--- config.mk ---
export PLATFORM = sky130hd
export DESIGN_NAME = fixed_delimiter_field_splitter_flat
export DESIGN_NICKNAME = d
export VERILOG_FILES = /design/src/hw/rtl/fdfs_pkg.sv /design/src/hw/rtl/fdfs_stream_if.sv /design/src/hw/rtl/fdfs_match_cell.sv /design/src/hw/rtl/fdfs_ctrl.sv /design/src/hw/rtl/fdfs_out_queue.sv /design/src/hw/rtl/fixed_delimiter_field_splitter.sv /design/src/flat_wrapper.sv
export SDC_FILE = /design/constraint.sdc
export NUM_CORES = 1
export LEC_CHECK = 0
export BUFFER_PORTS_ARGS = -buffer_cell sky130_fd_sc_hd__buf_2
export CAP_MARGIN = 20
export CORE_MARGIN = 2
export CORE_UTILIZATION = 54
export DETAILED_ROUTE_END_ITERATION = 12
export PLACE_DENSITY = 0.71
export SYNTH_ARGS = -nofsm -noshare
export SYNTH_HDL_FRONTEND = slang
export SYNTH_SLANG_ARGS = --single-unit
export TNS_END_PERCENT = 50
--- constraint.sdc ---
create_clock -name clk -period 24.9 [get_ports clk]
set_input_delay 4.98 -clock clk [delete_from_list [all_inputs] [get_ports clk]]
set_output_delay 4.98 -clock clk [all_outputs]
set_load 0.01 [all_outputs]
--- src/hw/rtl/fdfs_pkg.sv ---
// shared types and constants of the fixed delimiter field splitter
package fdfs_pkg;

    localparam int DELIM_MAX   = 8;
    localparam int DELIM_IDX_W = $clog2(DELIM_MAX);
    localparam int DLEN_W      = 4;
    localparam int OFF_W       = 16;
    localparam int CNT_W       = OFF_W + 1;
    localparam int LIMIT_W     = 16;
    localparam int CFG_DATA_W  = 64;
    localparam int CFG_IDX_W   = 3;
    localparam int Q_DEPTH     = 4;
    localparam int Q_PTR_W     = $clog2(Q_DEPTH);
    localparam int Q_CNT_W     = Q_PTR_W + 1;

    localparam logic [OFF_W-1:0] OFF_MAX = {OFF_W{1'b1}};
    localparam logic [CNT_W-1:0] CNT_MAX = {CNT_W{1'b1}};

    typedef enum logic [CFG_IDX_W-1:0] {
        CFG_DELIM_BYTES  = 3'd0,
        CFG_DELIM_LENGTH = 3'd1,
        CFG_FIELD_LIMIT  = 3'd2,
        CFG_LIMIT_EN     = 3'd3,
        CFG_OMIT_EMPTY   = 3'd4,
        CFG_TOKENS_ONLY  = 3'd5
    } cfg_index_t;

    typedef struct packed {
        logic [8*DELIM_MAX-1:0] delim_bytes;
        logic [DLEN_W-1:0]      delim_len;
        logic [LIMIT_W-1:0]     field_limit;
        logic                   limit_en;
        logic                   skip_empty;
        logic                   tokens_mode;
    } cfg_t;

    typedef struct packed {
        logic [OFF_W-1:0] field_start;
        logic [OFF_W-1:0] field_end;
        logic             last_field;
        logic             no_fields;
        logic             overflow;
    } result_t;

    // results produced by one transaction, in order
    typedef struct packed {
        logic [1:0] count;
        result_t    first;
        result_t    second;
    } result_pair_t;

endpackage

--- src/hw/rtl/fdfs_stream_if.sv ---
// stream interfaces for the byte input and the field output
interface fdfs_in_if;
    logic       valid;
    logic       ready;
    logic [7:0] data_byte;
    logic       has_byte;
    logic       end_of_string;

    modport source (output valid, output data_byte, output has_byte,
                    output end_of_string, input ready);
    modport sink (input valid, input data_byte, input has_byte,
                  input end_of_string, output ready);
endinterface

interface fdfs_out_if;
    logic                         valid;
    logic                         ready;
    logic [fdfs_pkg::OFF_W-1:0]   field_start;
    logic [fdfs_pkg::OFF_W-1:0]   field_end;
    logic                         last_field;
    logic                         no_fields;
    logic                         overflow;

    modport source (output valid, output field_start, output field_end,
                    output last_field, output no_fields, output overflow, input ready);
    modport sink (input valid, input field_start, input field_end,
                  input last_field, input no_fields, input overflow, output ready);
endinterface

--- src/hw/rtl/fdfs_match_cell.sv ---
// one window cell: holds a byte, compares it to its delimiter byte, passes the hit on
module fdfs_match_cell (
    input  logic                                  clk,
    input  logic                                  rst_n,
    input  logic [fdfs_pkg::DELIM_IDX_W-1:0]      cell_index,
    input  logic                                  shift,
    input  logic [7:0]                            byte_in,
    input  logic [8*fdfs_pkg::DELIM_MAX-1:0]      delim_bytes,
    input  logic [fdfs_pkg::DLEN_W-1:0]           delim_len,
    input  logic                                  hit_in,
    output logic [7:0]                            byte_out,
    output logic                                  hit_out
);

    logic [7:0]                       byte_reg;
    logic                             used;
    logic [fdfs_pkg::DELIM_IDX_W-1:0] sel;
    logic [7:0]                       delim_byte;

    // cell j sees the byte j places back, which must equal delimiter byte len-1-j
    assign used       = {{(fdfs_pkg::DLEN_W-fdfs_pkg::DELIM_IDX_W){1'b0}}, cell_index}
                        < delim_len;
    assign sel        = fdfs_pkg::DELIM_IDX_W'(delim_len - fdfs_pkg::DLEN_W'(1)
                        - fdfs_pkg::DLEN_W'(cell_index));
    assign delim_byte = delim_bytes[8*sel +: 8];
    assign hit_out    = hit_in & (~used | (byte_in == delim_byte));
    assign byte_out   = byte_reg;

    always_ff @(posedge clk or negedge rst_n)
    begin
        if (!rst_n)
        begin
            byte_reg <= '0;
        end
        else if (shift)
        begin
            byte_reg <= byte_in;
        end
    end

endmodule

--- src/hw/rtl/fdfs_ctrl.sv ---
// field bookkeeping: positions, field counts, the held-back field and result forming
module fdfs_ctrl (
    input  logic                  clk,
    input  logic                  rst_n,
    input  fdfs_pkg::cfg_t        cfg,
    input  logic                  accept,
    input  logic                  has_byte,
    input  logic                  end_of_string,
    input  logic                  match,
    output fdfs_pkg::result_pair_t results
);

    localparam int OW = fdfs_pkg::OFF_W;
    localparam int CW = fdfs_pkg::CNT_W;

    logic [OW-1:0] pos_reg, pos_next;
    logic [OW-1:0] cfs_reg, cfs_next;
    logic [OW-1:0] ems_reg, ems_next;
    logic [CW-1:0] fo_reg, fo_next;
    logic          pv_reg, pv_next;
    logic [OW-1:0] pend_start_reg, pend_start_next;
    logic [OW-1:0] pend_end_reg, pend_end_next;
    logic          ovf_reg, ovf_next;
    logic          emitted_reg, emitted_next;

    fdfs_pkg::result_t res_next [2];
    logic [1:0]        push_n;

    always_comb
    begin
        logic [CW-1:0] p1;
        logic [CW-1:0] lim;
        logic [OW-1:0] nxt;
        logic [OW-1:0] s1;
        logic [OW-1:0] cs;
        logic [OW-1:0] fs;
        logic [OW-1:0] fe;
        logic          may;
        logic          keep;
        logic          ovf_now;

        pos_next        = pos_reg;
        cfs_next        = cfs_reg;
        ems_next        = ems_reg;
        fo_next         = fo_reg;
        pv_next         = pv_reg;
        pend_start_next = pend_start_reg;
        pend_end_next   = pend_end_reg;
        ovf_next        = ovf_reg;
        emitted_next    = emitted_reg;
        res_next[0]     = '0;
        res_next[1]     = '0;
        push_n          = 2'd0;

        p1      = {1'b0, pos_reg} + CW'(1);
        lim     = {1'b0, cfg.field_limit} + CW'(cfg.tokens_mode);
        nxt     = (pos_reg == fdfs_pkg::OFF_MAX) ? pos_reg : p1[OW-1:0];
        s1      = OW'(p1 - CW'(cfg.delim_len));
        cs      = cfs_reg;
        may     = ~cfg.limit_en | (fo_reg < lim);
        ovf_now = ovf_reg | (accept & has_byte & (pos_reg == fdfs_pkg::OFF_MAX));
        fs      = '0;
        fe      = '0;
        keep    = 1'b0;

        if (accept && has_byte)
        begin
            ovf_next = ovf_now;
            pos_next = nxt;
            if (cfg.delim_len != '0 && may && p1 >= CW'(cfg.delim_len) && match
                && s1 >= ems_reg)
            begin
                ems_next = nxt;
                if (cfg.skip_empty && cfs_reg == s1)
                begin
                    cfs_next = nxt;
                end
                else
                begin
                    cfs_next = nxt;
                    if (fo_reg != fdfs_pkg::CNT_MAX)
                    begin
                        fo_next = fo_reg + CW'(1);
                    end
                    if (pv_reg || cfg.skip_empty)
                    begin
                        if (pv_reg)
                        begin
                            res_next[push_n[0]] = '{pend_start_reg, pend_end_reg,
                                                    1'b0, 1'b0, ovf_now};
                            push_n = push_n + 2'd1;
                        end
                        pend_start_next = cs;
                        pend_end_next   = s1;
                        pv_next         = 1'b1;
                    end
                    else
                    begin
                        res_next[push_n[0]] = '{cs, s1,
                            cfg.limit_en & cfg.tokens_mode & (fo_next > {1'b0, cfg.field_limit}),
                            1'b0, ovf_now};
                        push_n = push_n + 2'd1;
                    end
                end
            end
        end

        if (accept && end_of_string)
        begin
            fs   = cfs_next;
            fe   = pos_next;
            keep = 1'b1;
            if (cfg.limit_en && cfg.field_limit == '0)
            begin
                keep = 1'b0;
            end
            if (cfg.limit_en && cfg.tokens_mode && fo_next > {1'b0, cfg.field_limit})
            begin
                keep = 1'b0;
            end
            if (fs == fe && (cfg.skip_empty || pv_next))
            begin
                keep = 1'b0;
            end
            if (pv_next)
            begin
                res_next[push_n[0]] = '{pend_start_next, pend_end_next, ~keep, 1'b0, ovf_now};
                push_n = push_n + 2'd1;
            end
            if (keep)
            begin
                res_next[push_n[0]] = '{fs, fe, 1'b1, 1'b0, ovf_now};
                push_n = push_n + 2'd1;
            end
            if (push_n == 2'd0 && !emitted_reg)
            begin
                res_next[0] = '{'0, '0, 1'b1, 1'b1, ovf_now};
                push_n      = 2'd1;
            end
            // string done: back to the reset state
            pos_next        = '0;
            cfs_next        = '0;
            ems_next        = '0;
            fo_next         = CW'(1);
            pv_next         = 1'b0;
            pend_start_next = '0;
            pend_end_next   = '0;
            ovf_next        = 1'b0;
            emitted_next    = 1'b0;
        end
        else if (push_n != 2'd0)
        begin
            emitted_next = 1'b1;
        end
    end

    assign results = '{push_n, res_next[0], res_next[1]};

    always_ff @(posedge clk or negedge rst_n)
    begin
        if (!rst_n)
        begin
            pos_reg        <= '0;
            cfs_reg        <= '0;
            ems_reg        <= '0;
            fo_reg         <= CW'(1);
            pv_reg         <= 1'b0;
            pend_start_reg <= '0;
            pend_end_reg   <= '0;
            ovf_reg        <= 1'b0;
            emitted_reg    <= 1'b0;
        end
        else
        begin
            pos_reg        <= pos_next;
            cfs_reg        <= cfs_next;
            ems_reg        <= ems_next;
            fo_reg         <= fo_next;
            pv_reg         <= pv_next;
            pend_start_reg <= pend_start_next;
            pend_end_reg   <= pend_end_next;
            ovf_reg        <= ovf_next;
            emitted_reg    <= emitted_next;
        end
    end

endmodule

--- src/hw/rtl/fdfs_out_queue.sv ---
// small result queue: takes up to two results a cycle, gives one when out_ready is high
module fdfs_out_queue (
    input  logic                   clk,
    input  logic                   rst_n,
    input  fdfs_pkg::result_pair_t results,
    output logic                   space_for_two,
    output logic                   out_valid,
    input  logic                   out_ready,
    output fdfs_pkg::result_t      out_data
);

    localparam int PW = fdfs_pkg::Q_PTR_W;
    localparam int NW = fdfs_pkg::Q_CNT_W;

    fdfs_pkg::result_t mem [fdfs_pkg::Q_DEPTH];

    logic [PW-1:0] wptr_reg, wptr_next;
    logic [PW-1:0] rptr_reg, rptr_next;
    logic [NW-1:0] count_reg, count_next;
    logic          pop;

    assign pop           = out_valid & out_ready;
    assign out_valid     = (count_reg != '0);
    assign out_data      = mem[rptr_reg];
    assign space_for_two = (count_reg <= NW'(fdfs_pkg::Q_DEPTH - 2));

    always_comb
    begin
        wptr_next  = wptr_reg + PW'(results.count);
        rptr_next  = rptr_reg + PW'(pop);
        count_next = count_reg + NW'(results.count) - NW'(pop);
    end

    always_ff @(posedge clk)
    begin
        if (results.count != 2'd0)
        begin
            mem[wptr_reg] <= results.first;
        end
        if (results.count == 2'd2)
        begin
            mem[wptr_reg + PW'(1)] <= results.second;
        end
    end

    always_ff @(posedge clk or negedge rst_n)
    begin
        if (!rst_n)
        begin
            wptr_reg  <= '0;
            rptr_reg  <= '0;
            count_reg <= '0;
        end
        else
        begin
            wptr_reg  <= wptr_next;
            rptr_reg  <= rptr_next;
            count_reg <= count_next;
        end
    end

endmodule

--- src/hw/rtl/fixed_delimiter_field_splitter.sv ---
// top level of the fixed delimiter field splitter
//
//   channel        direction  carries
//   byte_stream    in         data_byte, has_byte, end_of_string
//   field_stream   out        field_start, field_end, last_field, no_fields, overflow
//   cfg_*          in         register writes, index and 64-bit data
//
// one byte transaction per cycle while ready is high; the delimiter compare runs
// across the row of eight window cells in the same cycle as the byte arrives
// a transaction gives up to two results, drained from a four-entry queue one per cycle
// when the output is ready; byte_stream.ready is low while three or more results wait
// asynchronous reset returns the registers and string state to reset; no clearing pass
module fixed_delimiter_field_splitter (
    input  logic                              clk,
    input  logic                              rst_n,
    fdfs_in_if.sink                           byte_stream,
    fdfs_out_if.source                        field_stream,
    input  logic                              cfg_write,
    input  logic [fdfs_pkg::CFG_IDX_W-1:0]    cfg_index,
    input  logic [fdfs_pkg::CFG_DATA_W-1:0]   cfg_data
);

    localparam int N = fdfs_pkg::DELIM_MAX;

    fdfs_pkg::cfg_t         cfg_reg, cfg_next;
    fdfs_pkg::result_pair_t results;
    fdfs_pkg::result_t      out_data;

    logic             accept;
    logic             space_for_two;
    logic             shift;
    logic [7:0]       chain_byte [N+1];
    logic             chain_hit  [N+1];

    assign byte_stream.ready = space_for_two;
    assign accept            = byte_stream.valid & space_for_two;
    assign shift             = accept & byte_stream.has_byte;

    // register writes; the length is clamped on the way in
    always_comb
    begin
        cfg_next = cfg_reg;
        if (cfg_write)
        begin
            unique case (fdfs_pkg::cfg_index_t'(cfg_index))
                fdfs_pkg::CFG_DELIM_BYTES:  cfg_next.delim_bytes = cfg_data;
                fdfs_pkg::CFG_DELIM_LENGTH:
                begin
                    cfg_next.delim_len = (cfg_data[fdfs_pkg::DLEN_W-1:0] > fdfs_pkg::DLEN_W'(N))
                                         ? fdfs_pkg::DLEN_W'(N)
                                         : cfg_data[fdfs_pkg::DLEN_W-1:0];
                end
                fdfs_pkg::CFG_FIELD_LIMIT:  cfg_next.field_limit = cfg_data[fdfs_pkg::LIMIT_W-1:0];
                fdfs_pkg::CFG_LIMIT_EN:     cfg_next.limit_en    = cfg_data[0];
                fdfs_pkg::CFG_OMIT_EMPTY:   cfg_next.skip_empty  = cfg_data[0];
                fdfs_pkg::CFG_TOKENS_ONLY:  cfg_next.tokens_mode = cfg_data[0];
                default:                    cfg_next = cfg_reg;
            endcase
        end
    end

    always_ff @(posedge clk or negedge rst_n)
    begin
        if (!rst_n)
        begin
            cfg_reg <= '{delim_len: fdfs_pkg::DLEN_W'(1), default: '0};
        end
        else
        begin
            cfg_reg <= cfg_next;
        end
    end

    assign chain_byte[0] = byte_stream.data_byte;
    assign chain_hit[0]  = 1'b1;

    for (genvar j = 0; j < N; j++)
    begin : g_cell
        fdfs_match_cell u_cell (
            .clk         (clk),
            .rst_n       (rst_n),
            .cell_index  (fdfs_pkg::DELIM_IDX_W'(j)),
            .shift       (shift),
            .byte_in     (chain_byte[j]),
            .delim_bytes (cfg_reg.delim_bytes),
            .delim_len   (cfg_reg.delim_len),
            .hit_in      (chain_hit[j]),
            .byte_out    (chain_byte[j+1]),
            .hit_out     (chain_hit[j+1])
        );
    end

    fdfs_ctrl u_ctrl (
        .clk           (clk),
        .rst_n         (rst_n),
        .cfg           (cfg_reg),
        .accept        (accept),
        .has_byte      (byte_stream.has_byte),
        .end_of_string (byte_stream.end_of_string),
        .match         (chain_hit[N]),
        .results       (results)
    );

    fdfs_out_queue u_queue (
        .clk           (clk),
        .rst_n         (rst_n),
        .results       (results),
        .space_for_two (space_for_two),
        .out_valid     (field_stream.valid),
        .out_ready     (field_stream.ready),
        .out_data      (out_data)
    );

    assign field_stream.field_start = out_data.field_start;
    assign field_stream.field_end   = out_data.field_end;
    assign field_stream.last_field  = out_data.last_field;
    assign field_stream.no_fields   = out_data.no_fields;
    assign field_stream.overflow    = out_data.overflow;

endmodule

--- src/flat_wrapper.sv ---
// flat-port wrapper written by rule: the top's interface ports become plain ports
module fixed_delimiter_field_splitter_flat 
  (clk, rst_n, cfg_write, cfg_index, cfg_data, byte_stream_valid, byte_stream_data_byte, byte_stream_has_byte, byte_stream_end_of_string, byte_stream_ready, field_stream_valid, field_stream_field_start, field_stream_field_end, field_stream_last_field, field_stream_no_fields, field_stream_overflow, field_stream_ready);
  fdfs_in_if byte_stream_i ();
  fdfs_out_if field_stream_i ();
  input  logic clk;
  input  logic rst_n;
  input  logic cfg_write;
  input  logic [fdfs_pkg::CFG_IDX_W-1:0] cfg_index;
  input  logic [fdfs_pkg::CFG_DATA_W-1:0] cfg_data;
  input wire logic [$bits(byte_stream_i.valid)-1:0] byte_stream_valid;
  input wire logic [$bits(byte_stream_i.data_byte)-1:0] byte_stream_data_byte;
  input wire logic [$bits(byte_stream_i.has_byte)-1:0] byte_stream_has_byte;
  input wire logic [$bits(byte_stream_i.end_of_string)-1:0] byte_stream_end_of_string;
  output wire logic [$bits(byte_stream_i.ready)-1:0] byte_stream_ready;
  output wire logic [$bits(field_stream_i.valid)-1:0] field_stream_valid;
  output wire logic [$bits(field_stream_i.field_start)-1:0] field_stream_field_start;
  output wire logic [$bits(field_stream_i.field_end)-1:0] field_stream_field_end;
  output wire logic [$bits(field_stream_i.last_field)-1:0] field_stream_last_field;
  output wire logic [$bits(field_stream_i.no_fields)-1:0] field_stream_no_fields;
  output wire logic [$bits(field_stream_i.overflow)-1:0] field_stream_overflow;
  input wire logic [$bits(field_stream_i.ready)-1:0] field_stream_ready;
  assign byte_stream_i.valid = byte_stream_valid;
  assign byte_stream_i.data_byte = byte_stream_data_byte;
  assign byte_stream_i.has_byte = byte_stream_has_byte;
  assign byte_stream_i.end_of_string = byte_stream_end_of_string;
  assign byte_stream_ready = byte_stream_i.ready;
  assign field_stream_valid = field_stream_i.valid;
  assign field_stream_field_start = field_stream_i.field_start;
  assign field_stream_field_end = field_stream_i.field_end;
  assign field_stream_last_field = field_stream_i.last_field;
  assign field_stream_no_fields = field_stream_i.no_fields;
  assign field_stream_overflow = field_stream_i.overflow;
  assign field_stream_i.ready = field_stream_ready;
  fixed_delimiter_field_splitter u_core (.clk(clk), .rst_n(rst_n), .byte_stream(byte_stream_i), .field_stream(field_stream_i), .cfg_write(cfg_write), .cfg_index(cfg_index), .cfg_data(cfg_data));
endmodule
# Yosys cells after proc, flatten, opt, wreduce, memory -nomap -nowiden
# Memory sizes are Yosys's and may differ from the RTL's.
# Index checks and enable logic that the tools add are counted.
[classes] addsub=19 eq_ne=18 n_bitwise=35 n_lt_le_gt_ge=19 div=0 n_reduce_logical=34 mul=0 muxes=72 shift=8
[op_table] operator="$shiftx A64 B7 Y8" n=8
[op_table] operator="$mux W16" n=19
[op_table] operator="$mux W35" n=8
[op_table] operator="$mux W70" n=4
[op_table] operator="$bwmux W70" n=2
[op_table] operator="$mux W17" n=8
[op_table] operator="$demux W35 S1" n=2
[op_table] operator="$eq A8 B8 Y1" n=8
[op_table] operator="$gt A17 B16 Y1" n=2
[op_table] operator="$eq A16 B16 Y1" n=2
[op_table] operator="$mux W2" n=10
[op_table] operator="$mux W1" n=18
[op_table] operator="$add A16 B1 Y17" n=1
[op_table] operator="$add A16 B1 Y17 const B" n=1
[op_table] operator="$add A17 B1 Y17 const B" n=1
[op_table] operator="$ge A17 B4 Y1" n=1
[op_table] operator="$lt A17 B17 Y1" n=1
[op_table] operator="$ne A17 B17 Y1 const B" n=1
[op_table] operator="$eq A16 B16 Y1 const B" n=1
[op_table] operator="$ge A16 B16 Y1" n=1
[op_table] operator="$logic_not A16 Y1" n=1
[op_table] operator="$lt A3 B4 Y1 const A" n=4
[op_table] operator="$sub A16 B4 Y16" n=1
[op_table] operator="$logic_and A1 B1 Y1" n=14
[op_table] operator="other kinds (31)" n=86
[word_totals] mem_bits_ro=0 latch_bits=0 output_inout_bits=37 n_memories=1 ff_bits=250 word_cells=231 input_bits=82 mem_bits_rw=140
[memory_table] memory="u_core.u_queue.mem" words=4 width=35 read_ports=1 rd_clocked_by_memory_dff=0 write_ports=2 line_no="fdfs_out_queue.sv:15" text="fdfs_pkg::result_t mem [fdfs_pkg::Q_DEPTH];"

# Longest topological paths before layout
[logic_depth] depth_word=33 depth_mapped=47 ltp_nobuf=42

# Modules after synthesis
# From an unflattened synthesis, not the netlist that was laid out.
[hier_totals] cells_unflattened=2537 hier_area_um2=29862.4
[by_module_without_submodules] mod="fdfs_ctrl" cells_per_inst=1364 seq_area_each_um2=2503.7 area_each_um2=10511.3 n_inst=1
[by_module_without_submodules] mod="fdfs_match_cell" cells_per_inst=75 seq_area_each_um2=200.2 area_each_um2=1066.0 n_inst=8
[by_module_without_submodules] mod="fdfs_out_queue" cells_per_inst=377 seq_area_each_um2=4379.2 area_each_um2=7173.1 n_inst=1
[by_module_without_submodules] mod="fixed_delimiter_field_splitter" cells_per_inst=196 seq_area_each_um2=2178.3 area_each_um2=3649.8 n_inst=1

# Worst setup path before layout
# OpenSTA, ideal clock, no wires.
[synth_timing] kind="in2reg" from="input port byte_stream_data_byte[6]" to="memory u_core.u_queue.mem[1][0] in the netlist's numbering, enable pin" path_buffers=3 setup_slack_ns=12.045 stages=24 required_time_ns=24.420 t_arrival_ns=12.375 setup_time_ns=0.480 path_cell_list="xor2_1 -> nor4_1 -> a31oi_1 -> nand3b_1 -> o21ai_2 -> and4_1 -> clkbuf_1 -> clkbuf_1 -> clkbuf_1 -> mux2_2 -> ha_1 -> o21a_1 -> o21a_1 -> o21a_1 -> o21a_1 -> o21ai_0 -> a211oi_1 -> o31ai_1 -> a21oi_1 -> nor3_4 -> a211oi_1 -> a31oi_1 -> a211oi_1 -> a211oi_1"
[synth_rtl] element="start: declaration" line_no="flat_wrapper.sv:12" text="input wire logic [$bits(byte_stream_i.data_byte)-1:0] byte_stream_data_byte;"
[synth_rtl] element="end: declaration" line_no="fdfs_out_queue.sv:15"

==> impl_metrics.toml <==
[hold_path]
hold_class = "reg -> reg"

[clock_network]
cts_buffers = 45
clk_pin_slew_ns = 0.06
hold_buffers = 0
cts_root_buffer = "clkbuf_16"
postCtsSetupBuffers = 0
clock_latency_ns = 0.60
clock-sinks = 390
cts_tree = "built"
cts_resized = 0
cts_buffer_depth = 3
htreeDepth = 2

[detailed_routing]
wl_per_cell_um = 24.9
firstDrtPassIters = 6
avgViaCountPerCell = 6.52
num_vias = 20900
initialDrtViolationCount = 2227
drcViolationCount = 0
routed_wl_mm = 79.9
ant_nets = 0

[power_and_ir_drop]
power.leakage_nw = 12.1
peakVddDrop_v = 0.0000723
p_per_area_mw_per_mm2 = 110

[job]
drv_cap = 0

[finish]
n_antenna_cell = 0
fillers = 3936
layout-drive-gt1-share = 0.185
final_area_mm2 = 0.0284
utilization = 0.598
largest_register_ffs = 140
ff_latch_area_mm2 = 0.0105
nNetsFinal = 2722
areaGrowthSynthToFinish_pct = 9.59
multi_input_area_mm2 = 0.0144

[floorplanning]
die_y_um = 223
die_area_mm2 = 0.0498
fp.dieW_um = 223
start_util = 0.545
core_area_mm2 = 0.0475
ioPinCount = 119
rows = 80

[yosys]
synth_edf_count = 140
yosysUniqueCellTypes = 101
synth_area_leaders = "dfrtp_1 (24%), edfxtp_1 (16%), mux4_2 (8.6%)"
synth_cells = 2525
synth.avg_cell_area_um2 = 10.3
ys_ff_latch = 390
synth_top_area_share = 0.239
synth_top_area_cell = "dfrtp_1"
ys_warn_count = 0
synth_flop_cell = "dfrtp_1"
ys_async_sr_fraction = 0.641
ys_seq_area_frac = 0.403
synthMostInstantiatedCell = "nand2_1"
syn-cell-area_mm2 = 0.0259
synthTopCellsByCount = "nand2_1 (402), dfrtp_1 (248), nor2_1 (143)"
syn_nets = 2690

[grt]
grt_pass1_vias = 20700
overflow = 0
grt_pass1_wl_mm = 122
grt_usage = 0.322
grt_start_max_net_pins = 171
antenna_found_initial = 2

[sta]
slew_headroom = 0.177
maxSlewViolCount = 0
setup_viol = 0
tightest_slew_ns = 1.22
min_period_over_period = 0.465
finClkSkew_ns = 0.0215
grt_setup_unrepaired = "no"
timing.final.hold_violations = 0
fin_setup_tns_ns = 0
min_period_ns = 11.58
max_freq_mhz = 86.3

[critical_path]
crit_fanout = 20
max_stage_delay_ns = 0.73
endpoint_kind = "flip-flop"
path_class = "reg -> reg"
worstPathArrival_ns = 11.90
critical_path_required_ns = 25.22
startpoint_type = "flip-flop"
slowest_stage = "dfrtp_1"

[placed_design]
gp_congestion = 0.934
io_buffers = 118
place_area_mm2 = 0.0269
hpwl_mm = 57.5

[run_status]
status = "finished clean"
layout by cell type, fill, tap and decap left out, drive strengths merged, types with 14 or more instances in the layout:
cell	n
mux2	76
a22oi	28
mux2i	135
nand4	38
a21oi	98
clkbuf	60
nand2	402
and2	30
a211oi	22
buf	156
nor3	41
a31oi	26
nor2	145
xnor2	111
dfrtp	248
and3	18
o22ai	15
nor2b	15
o21a	19
edfxtp	140
nand3	48
o21ai	154
a21o	15
nor4	29
nand2b	14
mux4	99
ha	81
xor2	60
inv	85
power breakdown:
part	total [W]	switching (W)	internal, W	leakage [nW]
Combinational	0.00144	0.000849	0.000591	6.75
Clock	0.000691	0.000286	0.000406	0.742
Sequential	0.000994	0.000165	0.000829	4.57
Total	0.00312	0.00130	0.00183	12.1
area by class of cell:
class / count / share of cell area
Multi-Input combinational cell: 1881 / 0.508
Clock inverter: 24 / 0.00859
Sequential cell: 390 / 0.368
Clock buffer: 60 / 0.0452
Timing Repair Buffer: 156 / 0.0319
Inverter: 83 / 0.0110
Tap cell: 615 / 0.0271
worst paths after layout:
check	from	endpoint	slack, ns	cells after the start
min in group asynchronous	rst_n	u_core.u_ctrl.fo_reg[15]$_DFF_PN0_	4.38	1
hold reg to reg	u_core.g_cell[6].u_cell.byte_out[6]$_DFFE_PN0P_	u_core.g_cell[6].u_cell.byte_out[6]$_DFFE_PN0P_	0.50	2
setup / recovery	u_core.u_ctrl.pos_reg[0]$_DFF_PN0_	u_core.u_queue.mem[2][28]$_DFFE_PP_	13.32	37
max in group asynchronous	rst_n	u_core.u_ctrl.pend_start_reg[13]$_DFF_PN0_	19.02	2
setup reg to reg	u_core.u_ctrl.pos_reg[0]$_DFF_PN0_	u_core.u_queue.mem[2][28]$_DFFE_PP_	13.32	37
hold / removal	u_core.g_cell[6].u_cell.byte_out[6]$_DFFE_PN0P_	u_core.g_cell[6].u_cell.byte_out[6]$_DFFE_PN0P_	0.50	2
critical path, delay by kind of cell (launching register included):
family,cells,cell delay [ns]
xor gates and xnor gates,2,0.81
AOI/OAI and AO/OA,15,3.45
buffers and inverters,3,0.55
and+or+nand+nor,12,4.05
muxes,1,0.16
adders and majority gates,4,1.47
DFF,1,0.73
routing by layer:
metal / vias up / GRT usage / share of wire
li1: 9254 / - / -
met1: 10400 / 0.413 / 0.39
met2: 1047 / 0.512 / 0.46
met3: 267 / 0.0528 / 0.077
met4: 2 / 0.200 / 0.070
met5: - / 0 / 0.00015
cell families (layout without fill, tap and decap cells):
kind of cell | Yosys count | count (layout) | synth area share
compound gates | 489 | 489 | 0.126
xor+xnor | 180 | 180 | 0.0659
fa+ha+maj | 83 | 83 | 0.0406
buf+inv | 254 | 323 | 0.0435
flops | 390 | 390 | 0.403
mux | 310 | 310 | 0.171
simple gates | 819 | 819 | 0.149
stage by stage:
step	power, W	setup WS (ns)	hold slack, ns	std cells
floorplan	0.00198	12.04	0.455	2525
global placement	0.00238	13.09	0.478	3124
detailed placement	0.00242	12.96	0.490	3125
CTS	0.00311	13.46	0.507	3209
global route	0.00327	12.70	0.520	3209
finish	0.00312	13.32	0.503	3209
Note: power is estimated with default switching activity, not from simulation.
